--- src/dll_pkg.sv ---
// shared constants, command codes and result type of the linked list manager
`timescale 1ns / 1ps
package dll_pkg;

  localparam int unsigned NODE_COUNT_DEF = 256;
  localparam int unsigned CMD_W          = 3;
  localparam int unsigned NODE_W         = 8;
  localparam int unsigned OUT_W          = 9;

  typedef enum logic [CMD_W-1:0] {
    CMD_INSERT = 3'd0,
    CMD_APPEND = 3'd1,
    CMD_REMOVE = 3'd2,
    CMD_ROTATE = 3'd3,
    CMD_POP    = 3'd4
  } cmd_e;

  typedef struct packed {
    logic [OUT_W-1:0] popped_node;
    logic [OUT_W-1:0] head_node;
    logic [OUT_W-1:0] tail_node;
    logic             is_empty;
    logic             error;
  } result_t;

endpackage

--- src/dll_link_mem.sv ---
// single port pair link memory with registered read data
`timescale 1ns / 1ps
module dll_link_mem #(
  parameter int unsigned DEPTH = dll_pkg::NODE_COUNT_DEF,
  parameter int unsigned WIDTH = $clog2(DEPTH + 1)
) (
  input  logic                     clk_i,
  input  logic [$clog2(DEPTH)-1:0] rd_addr_i,
  output logic [WIDTH-1:0]         rd_data_o,
  input  logic                     wr_en_i,
  input  logic [$clog2(DEPTH)-1:0] wr_addr_i,
  input  logic [WIDTH-1:0]         wr_data_i
);

  logic [WIDTH-1:0] mem_q [DEPTH];

  always_ff @(posedge clk_i) begin
    if (wr_en_i) begin
      mem_q[wr_addr_i] <= wr_data_i;
    end
  end

  always_ff @(posedge clk_i) begin
    rd_data_o <= mem_q[rd_addr_i];
  end

endmodule

--- config.mk ---
export PLATFORM = sky130hd
export DESIGN_NAME = dll_link_mem
export DESIGN_NICKNAME = d
export VERILOG_FILES = /design/src/dll_pkg.sv /design/src/dll_link_mem.sv
export SDC_FILE = /design/constraint.sdc
export NUM_CORES = 2
export LEC_CHECK = 0
export ABC_AREA = 1
export CORE_ASPECT_RATIO = 1.2
export CORE_MARGIN = 1
export CORE_UTILIZATION = 30
export DETAILED_ROUTE_END_ITERATION = 10
export DONT_BUFFER_PORTS = 1
export SYNTH_ARGS = -nofsm -noshare
export SYNTH_HDL_FRONTEND = slang
export SYNTH_SLANG_ARGS = --single-unit
--- constraint.sdc ---
create_clock -name clk_i -period 5.8 [get_ports clk_i]
set_clock_uncertainty 0.15 [all_clocks]
set_input_delay 1.45 -clock clk_i [delete_from_list [all_inputs] [get_ports clk_i]]
set_output_delay 1.45 -clock clk_i [all_outputs]
set_load 0.05 [all_outputs]
Word level (Yosys, flattened, before mapping)
Memory sizes are Yosys's and may differ from the RTL's. A register that Yosys moved wholly into a read port is not among the register bits. Index checks and enable logic that the tools add are counted.

Memories: 1. Flip-flop bits (word level): 0. Word-level logic and storage cells: 3. Memory bits (writable): 2304.

Multiplexer cells: 2.

Memory list: mem_q (words 256, width 9, rd ports 1, clocked after Yosys merged registers in 1, wr ports 1, RTL line dll_link_mem.sv:15) `logic [WIDTH-1:0] mem_q [DEPTH];`.

Operators with widths (count): $mux 1 (2).

Depth between registers and ports, before layout
Depth after elaboration: 2. Gate-level depth with buffers: 15. Depth with buffers taken out: 11.

Worst setup path before layout
No wires, ideal clock.

Path type: in2reg. Start: input port wr_en_i. End: memory mem_q[162][0] in the netlist's numbering (enable). Slack: 2.663 ns. Cell stages on the path: 4. Data arrival time: 2.613 ns. Library setup time: 0.374 ns. Cell sequence: clkbuf_1 > nand3_1 > clkbuf_1 > nor2_1.

Cells in the longest elaborated chain, start to end: 2.

RTL lines: start, declared (RTL line dll_link_mem.sv:10) `input logic wr_en_i,`; $mux 1 (RTL line dll_link_mem.sv:18) `if (wr_en_i) begin`; $mux 1 (implied by the code) (RTL line dll_link_mem.sv:19) `mem_q[wr_addr_i] <= wr_data_i;`; end, declared (RTL line dll_link_mem.sv:15).

Every way passes these cells.

==> results.py <==
metrics = {
    "sta": {
        "fmax_mhz": 166,
        "fin_setup_tns_ns": -0.773,
        "finalCritPeriodShare": 1.04,
        "drv_slew": 882,
        "rsz0062_at_grt": "no",
        "max_slew_margin": -1.69,
        "setup_ws_ns": -0.215,
        "timing_hold_violations_final": 0,
        "worstMarginPinSlew_ns": 4.04,
        "setup-violations-final": 9,
        "min_period_ns": 6.02,
    },
    "critical_path": {
        "end_kind": "flip-flop",
        "required_ns": 6.45,
        "critPathKind": "in -> reg",
        "crit_fanout": 1153,
        "worst-path-buf-inv": 2,
        "cp_top_family": "buffers and inverters",
        "worstSetupStartpointType": "input pin",
        "cpMostUsedCell": "nand3_1",
        "path_cells": "inv_16, buf_12, nand2_1, nand3_1, nand3_1, nand3_1, nand3_1, nand3_1, nand3_1, nand2_1, nand2_1, nand2_1",
        "max_stage_delay_ns": 1.57,
        "arrival_ns": 6.67,
        "slowest_stage": "inv_16",
    },
    "clock_tree": {
        "clk_pin_slew_ns": 0.07,
        "cts_buffers": 216,
        "cts_max_path_buffers": 3,
        "ctsHoldBuffers": 0,
        "cts_max_level": 4,
        "post_cts_buffers": 0,
        "clock-root-buffer": "clkbuf_16",
        "cts_tree": "done",
        "ctsResizeCount": 0,
        "worstSkewPairLatency_ns": 0.90,
        "clkSinkCount": 2313,
    },
    "route": {
        "ant_nets": 0,
        "wl_mm": 258,
        "drt_iter0_drc": 6294,
        "vias": 59900,
        "wl_per_cell_um": 21.8,
        "vias_per_cell": 5.06,
        "drc": 0,
        "drt-pass1-iter-count": 6,
    },
    "synth": {
        "syn-cell-area_um2": 93500,
        "ys_seq_area_frac": 0.742,
        "syn_avg_cell_area_um2": 11.9,
        "ys_types": 15,
        "synth_warnings": 0,
        "syn_inst": 7826,
        "ys_seq_elements": 2313,
        "synth_fp_nets": 7853,
    },
    "floorplan": {
        "core_area_um2": 310000,
        "io-pin-count": 36,
        "die-area_um2": 314000,
        "start_util": 0.301,
        "die_h_um": 614,
        "die_w_um": 512,
        "rows": 224,
    },
    "power": {
        "peakVddDrop_uv": 334,
        "p_per_area_nw_per_um2": 325,
        "p_comb_frac": 0.043,
        "p_total_w": 0.0337,
        "p_leak_nw": 34.7,
        "p_seq_frac": 0.550,
        "p_int_w": 0.0265,
        "pwr-share-clk": 0.408,
        "power_switching_w": 0.00722,
        "netSwitchingFraction": 0.214,
    },
    "finish": {
        "final_cell_mix": "nand2_1, edfxtp_1, nand3_1",
        "fin_util": 0.334,
        "area_growth_syn_to_layout_pct": 10.8,
        "fillCellCount": 30200,
        "layout.nets": 7610,
        "fin_cells": 11800,
        "drive_gt1_frac": 0.0479,
        "final_common_cell": "nand2_1",
    },
    "job": {
        "maxCapViolations": 0,
    },
    "global_routing": {
        "first_global_vias": 58000,
        "antenna_found_initial": 8,
        "grt_overflow_total": 0,
        "grt_pass1_wl_mm": 381,
        "grtUsageTotal": 0.161,
        "grt_max_degree": 1154,
    },
    "status": {
        "violations": "max-slew violations, negative setup slack",
        "status": "complete, but fails checks",
    },
    "placement": {
        "dp.cells": 11400,
        "dp_hpwl_mm": 133,
        "gp_congestion": 0.809,
        "portBuffers": 0,
    },
    "hold_path": {
        "min_path_type": "in -> reg",
    },
}
-- synthesized netlist by cell type --
cell         n  share of area
edfxtp_1  2304           0.74
inv_1       31         0.0012
clkinv_2     1       0.000053
buf_1       55         0.0022
nand2_1   2384          0.096
inv_2        3        0.00012
dfxtp_1      9         0.0019
clkbuf_1   115         0.0046
clkinv_1     3        0.00012
buf_6       15         0.0018
buf_2      326          0.017
nand3_1   2271           0.12
inv_4        1       0.000067
nor2_1     283          0.011
buf_4       25         0.0020
-- through the flow --
stage / area, um^2 / hold slack [ns] / worst slack [ns]
6_report: 104000 / 0.584 / -0.215
2_1_floorplan: 93500 / 0.685 / 2.66
4_1_cts: 104000 / 0.503 / 1.67
3_3_place_gp: 96900 / 0.855 / 0.765
3_5_place_dp: 96900 / 0.802 / 0.723
5_1_grt: 104000 / 0.535 / 1.41
-- routing by layer --
metal / part of all wire / GRT usage / vias to the layer above
met1: 0.39 / 0.200 / 29600
met3: 0.076 / 0.0295 / 463
li1: - / - / 27300
met5: 0 / 0 / -
met2: 0.49 / 0.272 / 2419
met4: 0.043 / 0.0703 / 0
-- path summary, 6_finish.rpt --
kind / from / end / slack, ns / cells past startpoint
max reg2reg: mem_q[91][5]$_DFFE_PP_ / rd_data_o[5]$_DFF_P_ / 3.50 / 10
max: rd_addr_i[0] / rd_data_o[5]$_DFF_P_ / -0.22 / 12
min: rd_addr_i[7] / rd_data_o[8]$_DFF_P_ / 0.58 / 2
min reg2reg: mem_q[170][2]$_DFFE_PP_ / rd_data_o[2]$_DFF_P_ / 0.82 / 10
-- flip-flops by register name (all words and copies together) (netlist names) --
register / flops
mem_q: 2304
rd_data_o: 9
-- cell families after synthesis --
group | share of synthesized area
buf+inv | 0.0297
simple gates | 0.229
flops | 0.742
-- power groups by stage --
stage                     combinational, W  clock [W]  sequential (W)
after floorplan                    0.00112          0          0.0188
after global placement             0.00137          0          0.0189
after detailed placement           0.00138          0          0.0189
after CTS                          0.00139     0.0139          0.0185
after global routing               0.00152     0.0145          0.0185
final                              0.00143     0.0137          0.0185
-- cell type report --
type | instances | area (um^2) | area share
well taps | 4068 | 5090 | 0.0491
repair buffers | 75 | 851 | 0.00821
diodes | 2 | 5.00 | 0.0000483
clock inverters | 122 | 1020 | 0.00982
inverters | 39 | 189 | 0.00182
multi-input cells | 4938 | 21400 | 0.206
flip-flops and latches | 2313 | 69400 | 0.669
clock buffers | 279 | 5740 | 0.0554
(Power assumes the default switching activity.)
