--- src/dll_pkg.sv ---
// shared constants, command codes and result type of the linked list manager
`timescale 1ns / 1ps
package dll_pkg;

  localparam int unsigned NODE_COUNT_DEF = 256;
  localparam int unsigned CMD_W          = 3;
  localparam int unsigned NODE_W         = 8;
  localparam int unsigned OUT_W          = 9;

  typedef enum logic [CMD_W-1:0] {
    CMD_INSERT = 3'd0,
    CMD_APPEND = 3'd1,
    CMD_REMOVE = 3'd2,
    CMD_ROTATE = 3'd3,
    CMD_POP    = 3'd4
  } cmd_e;

  typedef struct packed {
    logic [OUT_W-1:0] popped_node;
    logic [OUT_W-1:0] head_node;
    logic [OUT_W-1:0] tail_node;
    logic             is_empty;
    logic             error;
  } result_t;

endpackage

--- src/dll_ctrl.sv ---
// command sequencer: reads links, writes them back, keeps head and tail
`timescale 1ns / 1ps
module dll_ctrl #(
  parameter int unsigned NODE_COUNT = dll_pkg::NODE_COUNT_DEF,
  localparam int unsigned LW = $clog2(NODE_COUNT + 1),
  localparam int unsigned IW = $clog2(NODE_COUNT)
) (
  input  logic                        clk_i,
  input  logic                        rst_ni,
  input  logic                        in_valid_i,
  output logic                        in_ready_o,
  input  logic [dll_pkg::CMD_W-1:0]   command_i,
  input  logic [dll_pkg::NODE_W-1:0]  node_i,
  output logic                        res_valid_o,
  input  logic                        res_ready_i,
  output dll_pkg::result_t            res_o,
  output logic [IW-1:0]               rd_addr_o,
  input  logic [LW-1:0]               nxt_rd_i,
  input  logic [LW-1:0]               prv_rd_i,
  output logic                        nxt_we_o,
  output logic [IW-1:0]               nxt_wa_o,
  output logic [LW-1:0]               nxt_wd_o,
  output logic                        prv_we_o,
  output logic [IW-1:0]               prv_wa_o,
  output logic [LW-1:0]               prv_wd_o
);

  localparam int unsigned NW = (LW > dll_pkg::NODE_W) ? LW : dll_pkg::NODE_W;
  localparam int unsigned OW = (LW > dll_pkg::OUT_W) ? LW : dll_pkg::OUT_W;
  localparam logic [LW-1:0] NONE = LW'(NODE_COUNT);

  typedef enum logic [1:0] {
    S_IDLE,
    S_EXEC,
    S_WR2,
    S_DONE
  } state_e;

  state_e                      state_q, state_d;
  logic [dll_pkg::CMD_W-1:0]   cmd_q, cmd_d;
  logic [dll_pkg::NODE_W-1:0]  node_q, node_d;
  logic [LW-1:0]               head_q, head_d, tail_q, tail_d;
  logic [LW-1:0]               popped_q, popped_d;
  logic                        err_q, err_d;
  logic                        nxt2_en_q, nxt2_en_d, prv2_en_q, prv2_en_d;
  logic [LW-1:0]               nxt2_addr_q, nxt2_addr_d, nxt2_data_q, nxt2_data_d;
  logic [LW-1:0]               prv2_addr_q, prv2_addr_d, prv2_data_q, prv2_data_d;

  logic                        nxt_req, prv_req;
  logic [LW-1:0]               nxt_addr, nxt_data, prv_addr, prv_data;
  logic [NW-1:0]               node_wide, in_node_wide;
  logic                        node_ok, empty;
  logic [LW-1:0]               node_link;
  logic [OW-1:0]               popped_wide, head_wide, tail_wide;

  assign node_wide    = NW'(node_q);
  assign node_ok      = node_wide < NW'(NODE_COUNT);
  assign node_link    = node_wide[LW-1:0];
  assign in_node_wide = NW'(node_i);
  assign empty        = head_q >= NONE;

  assign in_ready_o  = (state_q == S_IDLE);
  assign res_valid_o = (state_q == S_DONE);

  // remove reads the given node, rotate and pop read the head
  always_comb begin
    if (command_i == dll_pkg::CMD_REMOVE) begin
      rd_addr_o = in_node_wide[IW-1:0];
    end else begin
      rd_addr_o = head_q[IW-1:0];
    end
  end

  always_comb begin
    state_d     = state_q;
    cmd_d       = cmd_q;
    node_d      = node_q;
    head_d      = head_q;
    tail_d      = tail_q;
    popped_d    = popped_q;
    err_d       = err_q;
    nxt2_en_d   = nxt2_en_q;
    prv2_en_d   = prv2_en_q;
    nxt2_addr_d = nxt2_addr_q;
    nxt2_data_d = nxt2_data_q;
    prv2_addr_d = prv2_addr_q;
    prv2_data_d = prv2_data_q;
    nxt_req     = 1'b0;
    prv_req     = 1'b0;
    nxt_addr    = nxt2_addr_q;
    nxt_data    = nxt2_data_q;
    prv_addr    = prv2_addr_q;
    prv_data    = prv2_data_q;

    unique case (state_q)
      S_IDLE: begin
        if (in_valid_i) begin
          cmd_d   = command_i;
          node_d  = node_i;
          state_d = S_EXEC;
        end
      end
      S_EXEC: begin
        popped_d  = NONE;
        err_d     = 1'b0;
        nxt2_en_d = 1'b0;
        prv2_en_d = 1'b0;
        case (cmd_q)
          dll_pkg::CMD_INSERT: begin
            if (node_ok) begin
              nxt_req  = 1'b1;
              prv_req  = 1'b1;
              nxt_addr = node_link;
              prv_addr = node_link;
              prv_data = NONE;
              head_d   = node_link;
              if (empty) begin
                nxt_data = NONE;
                tail_d   = node_link;
              end else begin
                nxt_data    = head_q;
                prv2_en_d   = 1'b1;
                prv2_addr_d = head_q;
                prv2_data_d = node_link;
              end
            end
          end
          dll_pkg::CMD_APPEND: begin
            if (node_ok) begin
              nxt_req  = 1'b1;
              prv_req  = 1'b1;
              nxt_addr = node_link;
              prv_addr = node_link;
              nxt_data = NONE;
              tail_d   = node_link;
              if (empty) begin
                prv_data = NONE;
                head_d   = node_link;
              end else begin
                prv_data    = tail_q;
                nxt2_en_d   = 1'b1;
                nxt2_addr_d = tail_q;
                nxt2_data_d = node_link;
              end
            end
          end
          dll_pkg::CMD_REMOVE: begin
            if (node_ok) begin
              if (empty) begin
                err_d = 1'b1;
              end else if (head_q == node_link && tail_q == node_link) begin
                head_d = NONE;
                tail_d = NONE;
              end else if (head_q == node_link) begin
                head_d   = nxt_rd_i;
                prv_req  = 1'b1;
                prv_addr = nxt_rd_i;
                prv_data = NONE;
              end else if (tail_q == node_link) begin
                tail_d   = prv_rd_i;
                nxt_req  = 1'b1;
                nxt_addr = prv_rd_i;
                nxt_data = NONE;
              end else begin
                nxt_req  = 1'b1;
                nxt_addr = prv_rd_i;
                nxt_data = nxt_rd_i;
                prv_req  = 1'b1;
                prv_addr = nxt_rd_i;
                prv_data = prv_rd_i;
              end
            end
          end
          dll_pkg::CMD_ROTATE: begin
            if (empty) begin
              err_d = 1'b1;
            end else if (head_q != tail_q) begin
              head_d      = nxt_rd_i;
              tail_d      = head_q;
              prv_req     = 1'b1;
              prv_addr    = nxt_rd_i;
              prv_data    = NONE;
              nxt_req     = 1'b1;
              nxt_addr    = tail_q;
              nxt_data    = head_q;
              prv2_en_d   = 1'b1;
              prv2_addr_d = head_q;
              prv2_data_d = tail_q;
              nxt2_en_d   = 1'b1;
              nxt2_addr_d = head_q;
              nxt2_data_d = NONE;
            end
          end
          dll_pkg::CMD_POP: begin
            if (empty) begin
              err_d = 1'b1;
            end else begin
              popped_d = head_q;
              if (head_q == tail_q) begin
                head_d = NONE;
                tail_d = NONE;
              end else begin
                head_d   = nxt_rd_i;
                prv_req  = 1'b1;
                prv_addr = nxt_rd_i;
                prv_data = NONE;
              end
            end
          end
          default: begin
          end
        endcase
        if (nxt2_en_d || prv2_en_d) begin
          state_d = S_WR2;
        end else begin
          state_d = S_DONE;
        end
      end
      S_WR2: begin
        nxt_req = nxt2_en_q;
        prv_req = prv2_en_q;
        state_d = S_DONE;
      end
      S_DONE: begin
        if (res_ready_i) begin
          state_d = S_IDLE;
        end
      end
      default: begin
        state_d = S_IDLE;
      end
    endcase
  end

  // writes aimed at the none value are dropped
  assign nxt_we_o = nxt_req && (nxt_addr < NONE);
  assign prv_we_o = prv_req && (prv_addr < NONE);
  assign nxt_wa_o = nxt_addr[IW-1:0];
  assign prv_wa_o = prv_addr[IW-1:0];
  assign nxt_wd_o = nxt_data;
  assign prv_wd_o = prv_data;

  assign popped_wide       = OW'(popped_q);
  assign head_wide         = OW'(head_q);
  assign tail_wide         = OW'(tail_q);
  assign res_o.popped_node = popped_wide[dll_pkg::OUT_W-1:0];
  assign res_o.head_node   = head_wide[dll_pkg::OUT_W-1:0];
  assign res_o.tail_node   = tail_wide[dll_pkg::OUT_W-1:0];
  assign res_o.is_empty    = empty;
  assign res_o.error       = err_q;

  always_ff @(posedge clk_i or negedge rst_ni) begin
    if (!rst_ni) begin
      state_q <= S_IDLE;
      head_q  <= NONE;
      tail_q  <= NONE;
    end else begin
      state_q <= state_d;
      head_q  <= head_d;
      tail_q  <= tail_d;
    end
  end

  always_ff @(posedge clk_i) begin
    cmd_q       <= cmd_d;
    node_q      <= node_d;
    popped_q    <= popped_d;
    err_q       <= err_d;
    nxt2_en_q   <= nxt2_en_d;
    prv2_en_q   <= prv2_en_d;
    nxt2_addr_q <= nxt2_addr_d;
    nxt2_data_q <= nxt2_data_d;
    prv2_addr_q <= prv2_addr_d;
    prv2_data_q <= prv2_data_d;
  end

  a_accept_to_exec: assert property (@(posedge clk_i) disable iff (!rst_ni)
    in_valid_i && in_ready_o |=> state_q == S_EXEC)
    else $error("accepted item did not start execution");

  a_error_keeps_ends: assert property (@(posedge clk_i) disable iff (!rst_ni)
    state_q == S_EXEC && err_d |=> $stable(head_q) && $stable(tail_q))
    else $error("error command changed head or tail");

  a_no_write_idle: assert property (@(posedge clk_i) disable iff (!rst_ni)
    state_q == S_IDLE || state_q == S_DONE |-> !nxt_we_o && !prv_we_o)
    else $error("link write outside of execution");

  a_wr2_after_exec: assert property (@(posedge clk_i) disable iff (!rst_ni)
    state_q == S_WR2 |-> $past(state_q) == S_EXEC)
    else $error("second write phase without execution");

endmodule

--- config.mk ---
export PLATFORM = sky130hd
export DESIGN_NAME = dll_ctrl
export DESIGN_NICKNAME = d
export VERILOG_FILES = /design/src/dll_pkg.sv /design/src/dll_ctrl.sv
export SDC_FILE = /design/constraint.sdc
export NUM_CORES = 1
export LEC_CHECK = 0
export BUFFER_PORTS_ARGS = -buffer_cell sky130_fd_sc_hd__clkbuf_2
export CORE_UTILIZATION = 50
export DETAILED_ROUTE_END_ITERATION = 7
export PLACE_DENSITY = 0.74
export SLEW_MARGIN = 5
export SYNTH_ARGS = -nofsm -noshare
export SYNTH_HDL_FRONTEND = slang
export SYNTH_SLANG_ARGS = --single-unit
export TNS_END_PERCENT = 10
--- constraint.sdc ---
create_clock -name clk_i -period 3.21 [get_ports clk_i]
set_input_delay 0.321 -clock clk_i [delete_from_list [all_inputs] [get_ports clk_i]]
set_output_delay 0.321 -clock clk_i [all_outputs]
set_load 0.005 [all_outputs]
# Word level (Yosys, flattened, before mapping)

Index checks and enable logic that the tools add are counted.

Flip-flop bits (word level): 79
Input port bits: 33
Output and inout bits: 75
Logic and storage cells: 178

$lt $le $gt $ge: 4
Equality and inequality tests: 29
Muxes and demuxes: 115
Reductions and logical operators: 17

Operators by type and width:

| operator           | number |
|---|---|
| $mux 9             | 73 |
| $pmux 9 s5         | 3 |
| $pmux 9 s2         | 4 |
| $pmux 9 s4         | 2 |
| $pmux 9 s3         | 1 |
| $ne 2x2->1 const B | 13 |
| $mux 1             | 21 |
| $eq 9x8->1         | 2 |
| $lt 9x9->1 const B | 2 |
| $reduce_and 13->1  | 1 |
| $reduce_and 6->1   | 2 |
| $reduce_and 11->1  | 1 |
| $pmux 1 s2         | 5 |
| $eq 3x2->1 const B | 3 |
| $eq 9x9->1         | 1 |
| $ge 9x9->1 const B | 1 |
| $lt 8x9->1 const B | 1 |
| $ne 3x3->1 const B | 3 |
| $ne 9x9->1         | 1 |
| $mux 8             | 1 |
| $pmux 2 s4         | 1 |
| $reduce_bool 5->1  | 1 |
| $eq 2x2->1 const B | 2 |
| $mux 2             | 2 |
| 13 further kinds   | 18 |

# Logic depth before layout (Yosys ltp)

Word-level depth: 10
Depth in mapped cells: 10
Gate-level depth less buffers: 7

# Worst setup path after synthesis

OpenSTA, ideal clock, no wires.

Path type: register to register
Start point: reg head_q[8]
End point: reg nxt2_addr_q[0] (enable)
Arrival: 2585 ps
Required time: 2811 ps
Slack: 226 ps
Stages on the path, launching flop included: 9
Path buffers: 3
Clock period less this slack: 2984 ps
Cell sequence: dfstp_2 > inv_1 > clkbuf_1 > ha_1 > nor4_2 > and3_1 > clkbuf_1 > buf_2 > a21oi_1

Longest elaborated chain between the ends: 3
Elaborated cells between the ends (all ways): 6
Those cells by class: 1 x order compare; 4 x eq/ne; 1 x reduce/logical

Ends and longest elaborated chain:

| element                                         | RTL line                        | text |
|---|---|---|
| start: declaration                              | dll_ctrl.sv:42                  | `logic [LW-1:0] head_q, head_d, tail_q, tail_d;` |
| start signal: assignment                        | dll_ctrl.sv:255                 | `head_q <= NONE;` |
| start signal: assignment                        | dll_ctrl.sv:259                 | `head_q <= head_d;` |
| $ge 9x9->1 / $ne 9x9->1 (equally long branches) | dll_ctrl.sv:60, dll_ctrl.sv:177 |  |
| $ne 2x2->1 (no line)                            | --                              |  |
| $reduce_and 6->1 (no line) *                    | --                              |  |
| end signal: assignment                          | dll_ctrl.sv:271                 | `nxt2_addr_q <= nxt2_addr_d;` |
| end: declaration                                | dll_ctrl.sv:46                  | `logic [LW-1:0] nxt2_addr_q, nxt2_addr_d, nxt2_data_q, nxt2_data_d;` |

Mark *: on every way between the ends. The rest lies on a longest branch, timed or not.
A chain may end at the register's enable or synchronous reset.

# Worst setup path after layout

Start point: reg head_q[5]
End point: out nxt_wd_o[3]

Longest elaborated chain between the ends: 7
Elaborated cells between the ends (all ways): 14
Those cells by class: 1 x order compare; 2 x eq/ne; 10 x mux; 1 x reduce/logical

Ends and longest elaborated chain:

| element                                            | RTL line        | text |
|---|---|---|
| branches (longest 5 deep; another with $ge 9x9->1) | --              |  |
| $pmux 9 s4 *                                       | dll_ctrl.sv:108 | `case (cmd_q)` |
| $mux 9 *                                           | dll_ctrl.sv:95  | `unique case (state_q)` |
| end: declaration                                   | dll_ctrl.sv:22  | `output logic [LW-1:0] nxt_wd_o,` |

Every way passes the cells marked *.

==> results.tsv <==
stage	metric	value	unit
floorplanning	Initial Utilization	51.7	%
clock_network	Worst-Skew Late Latency	0.37	ns
sta	Hold Vio Cnt, Final	0	
floorplanning	DIE WIDTH	105	um
sta	fmax	322	MHz
sta	minimum clock period	3.11	ns
logic_synthesis	complex-gate fraction of the synthesized area	23.1	%
global_route	first-pass GRT wire length	27600	um
sta	RSZ-0062 raised after global routing	false	
sta	final period utilization	96.8	%
route	drt pass-1 iters	8	
logic_synthesis	XOR/XNOR share of the synthesized area	3.94	%
floorplanning	die height	105	um
global_route	GR Overflow Total	0	
logic_synthesis	Net Count, Synth	591	
logic_synthesis	Gate Count Post-Synth	553	
route	# DRC	0	
setup_path	crit path DAT	2.79	ns
logic_synthesis	Post-synth top cells	65 x nand2_1, 59 x edfxtp_1, 41 x nor2_1, 28 x clkbuf_1	
setup_path	Critical Path RT	2.89	ns
floorplanning	die area	11100	um^2
placement	GPL Wtd Cong	0.932	
logic_synthesis	Synth Cell Area	5330	um^2
cells_and_area	Layout Nets	696	
cells_and_area	# diodes	0	
logic_synthesis	sequential area share after synthesis	42.7	%
logic_synthesis	ys flop type	edfxtp_1	
route	vias per inst	6.42	
sta	max-slew violations	0	
sta	Final setup viols	0	
sta	Worst Hold Slack	0.137	ns
clock_network	clock sinks	79	
global_route	GRT Total Usage	33.2	%
logic_synthesis	Unique masters post-synth	63	
placement	worst slack, placed	0.178	ns
sta	TNS Setup	0	ns
sta	clock skew	0.0141	ns
logic_synthesis	Synth Area per Inst	9.64	um^2
sta	Worst Max-Slew Pin Slew	1.06	ns
setup_path	WS Path Type	flop to output port	
min_path	HP Class	input pin to flop	
logic_synthesis	Post-synth EDFFs	59	
route	Initial DRC Count	524	
route	sum of routed wire length over all layers	18000	um
logic_synthesis	asr flop ratio synth	25.3	%
sta	fin worst setup slack	0.103	ns
logic_synthesis	mux cell area share after synthesis	7.53	%
route	WL/cell	22.6	um
logic_synthesis	Synth Register Bits	79	
global_route	vias in the first global route	4919	
global_route	pin count of the biggest net entering global routing	26	
run_status	outcome	finished, final reports clean	
global_route	initial antenna violation count	0	
clock_network	total CTS buffers	9	
logic_synthesis	main combinational cell family by area after synthesis	compound AO/OA/AOI/OAI gates	
clock_network	clk root buf	clkbuf_8	
clock_network	Clock Path Buffers	2	
logic_synthesis	adder-cell area share of the yosys netlist	1.17	%
setup_path	element type at the critical path end	output port	
logic_synthesis	yosys warns	0	
power_and_ir_drop	power density cells	850	nW/um^2
setup_path	Worst Setup Start Kind	flop	
floorplanning	boundary pin count	108	
logic_synthesis	largest cells by area after synthesis	edfxtp_1 33%, dfrtp_1 8.4%, nand2_1 4.6%, xor2_1 3.8%, mux2_2 3.6%	
setup_path	crit path max fanout	16	
route	Via Count	5129	
route	antenna violation net count after detailed routing	0	
logic_synthesis	Synth Area in Simple Gates	15.4	%
logic_synthesis	most frequent cell after synthesis	nand2_1	
floorplanning	FP Rows	37	
floorplanning	core area	10300	um^2
clock_network	CTS tree	yes	
clock_network	Worst-path clk slew	0.08	ns
power_and_ir_drop	Leak	0.00277	uW
clock_network	# H-tree levels	3	
logic_synthesis	Synth top area share	33.2	%
flow_run	max_cap viols	0	
sta	slew margin rel.	29.0	%
cells_and_area	share of cells above drive strength 1	32.3	%
cells_and_area	Final Core Density	61.7	%
placement	I/O Buffers	107	
logic_synthesis	area leader, netlist	edfxtp_1	
cells_and_area	Area Growth Syn to Fin	19.5	%
placement	hpwl dp	12700	um
power_and_ir_drop	peak supply drop	434	uV
[cell type report]
cell class,count,area (um^2)
clock inverters,5,50.0
clock buffers,11,131
inverters,10,37.5
multi-input cells,400,2760
fillers,876,3950
flip-flops and latches,79,2280
well taps,136,170
repair buffers,158,950
[layer usage]
| metal | vias to the layer above | track usage (%) | wire length, um |
|---|---|---|---|
| li1 | 2249 | - | - |
| met1 | 2481 | 43.5 | 7180 |
| met2 | 330 | 52.6 | 8470 |
| met3 | 69 | 5.32 | 1620 |
| met4 | 0 | 18.1 | 782 |
| met5 | - | 0 | 0 |
[stage by stage]
stage / cell area [um^2] / cells / total power [uW]
after floorplan: 5330 / 553 / 3430
after global placement: 6110 / 779 / 4510
after detailed placement: 6110 / 779 / 4560
after CTS: 6350 / 799 / 5350
after global routing: 6370 / 799 / 5680
final: 6370 / 799 / 5420
[state kept, by name, indices dropped and copies added (netlist names)]
signal       flops
head_q           9
nxt2_addr_q      9
nxt2_data_q      9
popped_q         9
prv2_addr_q      9
prv2_data_q      9
tail_q           9
node_q           8
cmd_q            3
state_q          2
err_q            1
nxt2_en_q        1
prv2_en_q        1
[cell usage in the layout (no fill, tap or decap), drive strengths merged, types with 10 or more instances in the layout]
| cell | netlist | final |
|---|---|---|
| a21o | 16 | 16 |
| a21oi | 26 | 26 |
| a221o | 15 | 15 |
| a31oi | 14 | 14 |
| and2 | 18 | 18 |
| and3 | 12 | 12 |
| buf | 35 | 50 |
| clkbuf | 29 | 118 |
| dfrtp | 18 | 18 |
| edfxtp | 59 | 59 |
| inv | 10 | 10 |
| mux2 | 25 | 25 |
| nand2 | 65 | 65 |
| nor2 | 42 | 42 |
| o21a | 10 | 10 |
| o21ai | 28 | 28 |
| o221ai | 11 | 11 |
| xor2 | 23 | 23 |
[worst max-delay path, cell delays in order (launching register included)]
cell and delay (ns):
dfrtp_1 0.51, xor2_1 0.24, nor4_4 0.49, a21oi_2 0.18
and3_2 0.39, and2_1 0.22, a221o_1 0.26, clkbuf_2 0.11
[logic make-up after synthesis]
| logic type | count (synthesis) |
|---|---|
| XOR/XNOR | 24 |
| AND/OR/NAND/NOR | 168 |
| buffers and inverters | 74 |
| adder cells (fa/ha/maj) | 5 |
| flip-flops | 79 |
| multiplexers | 34 |
| AO/OA/AOI/OAI | 169 |
[power breakdown]
part / switching, uW / internal [uW]
combinational: 1590 / 1280
sequential: 349 / 1460
clock: 384 / 354
[path summary, 6_finish.rpt]
check | from | end | slack [ns] | cells after the start
max in group asynchronous | rst_ni | head_q[7]$_DFFE_PN0P_ | 2.27 | 2
max reg2reg | tail_q[8]$_DFFE_PN1P_ | head_q[1]$_DFFE_PN0P_ | 0.48 | 8
min reg2reg | tail_q[8]$_DFFE_PN1P_ | tail_q[8]$_DFFE_PN1P_ | 0.61 | 2
min in group asynchronous | rst_ni | tail_q[1]$_DFFE_PN0P_ | 0.49 | 2
max | head_q[5]$_DFFE_PN0P_ | nxt_wd_o[3] | 0.10 | 7
min | node_i[5] | node_q[5]$_DFFE_PP_ | 0.14 | 1
[repair_timing]
item | 4_1_cts | 5_1_grt
resized for setup | 3 | 7
endpoints found under the setup margin | 18 | 33
endpoints found under the hold margin | 18 | 0
buffers inserted | 3 | 0
hold buffers | 1 | 0
pin swaps | 2 | 1
Power figures use the tool's default switching activity.
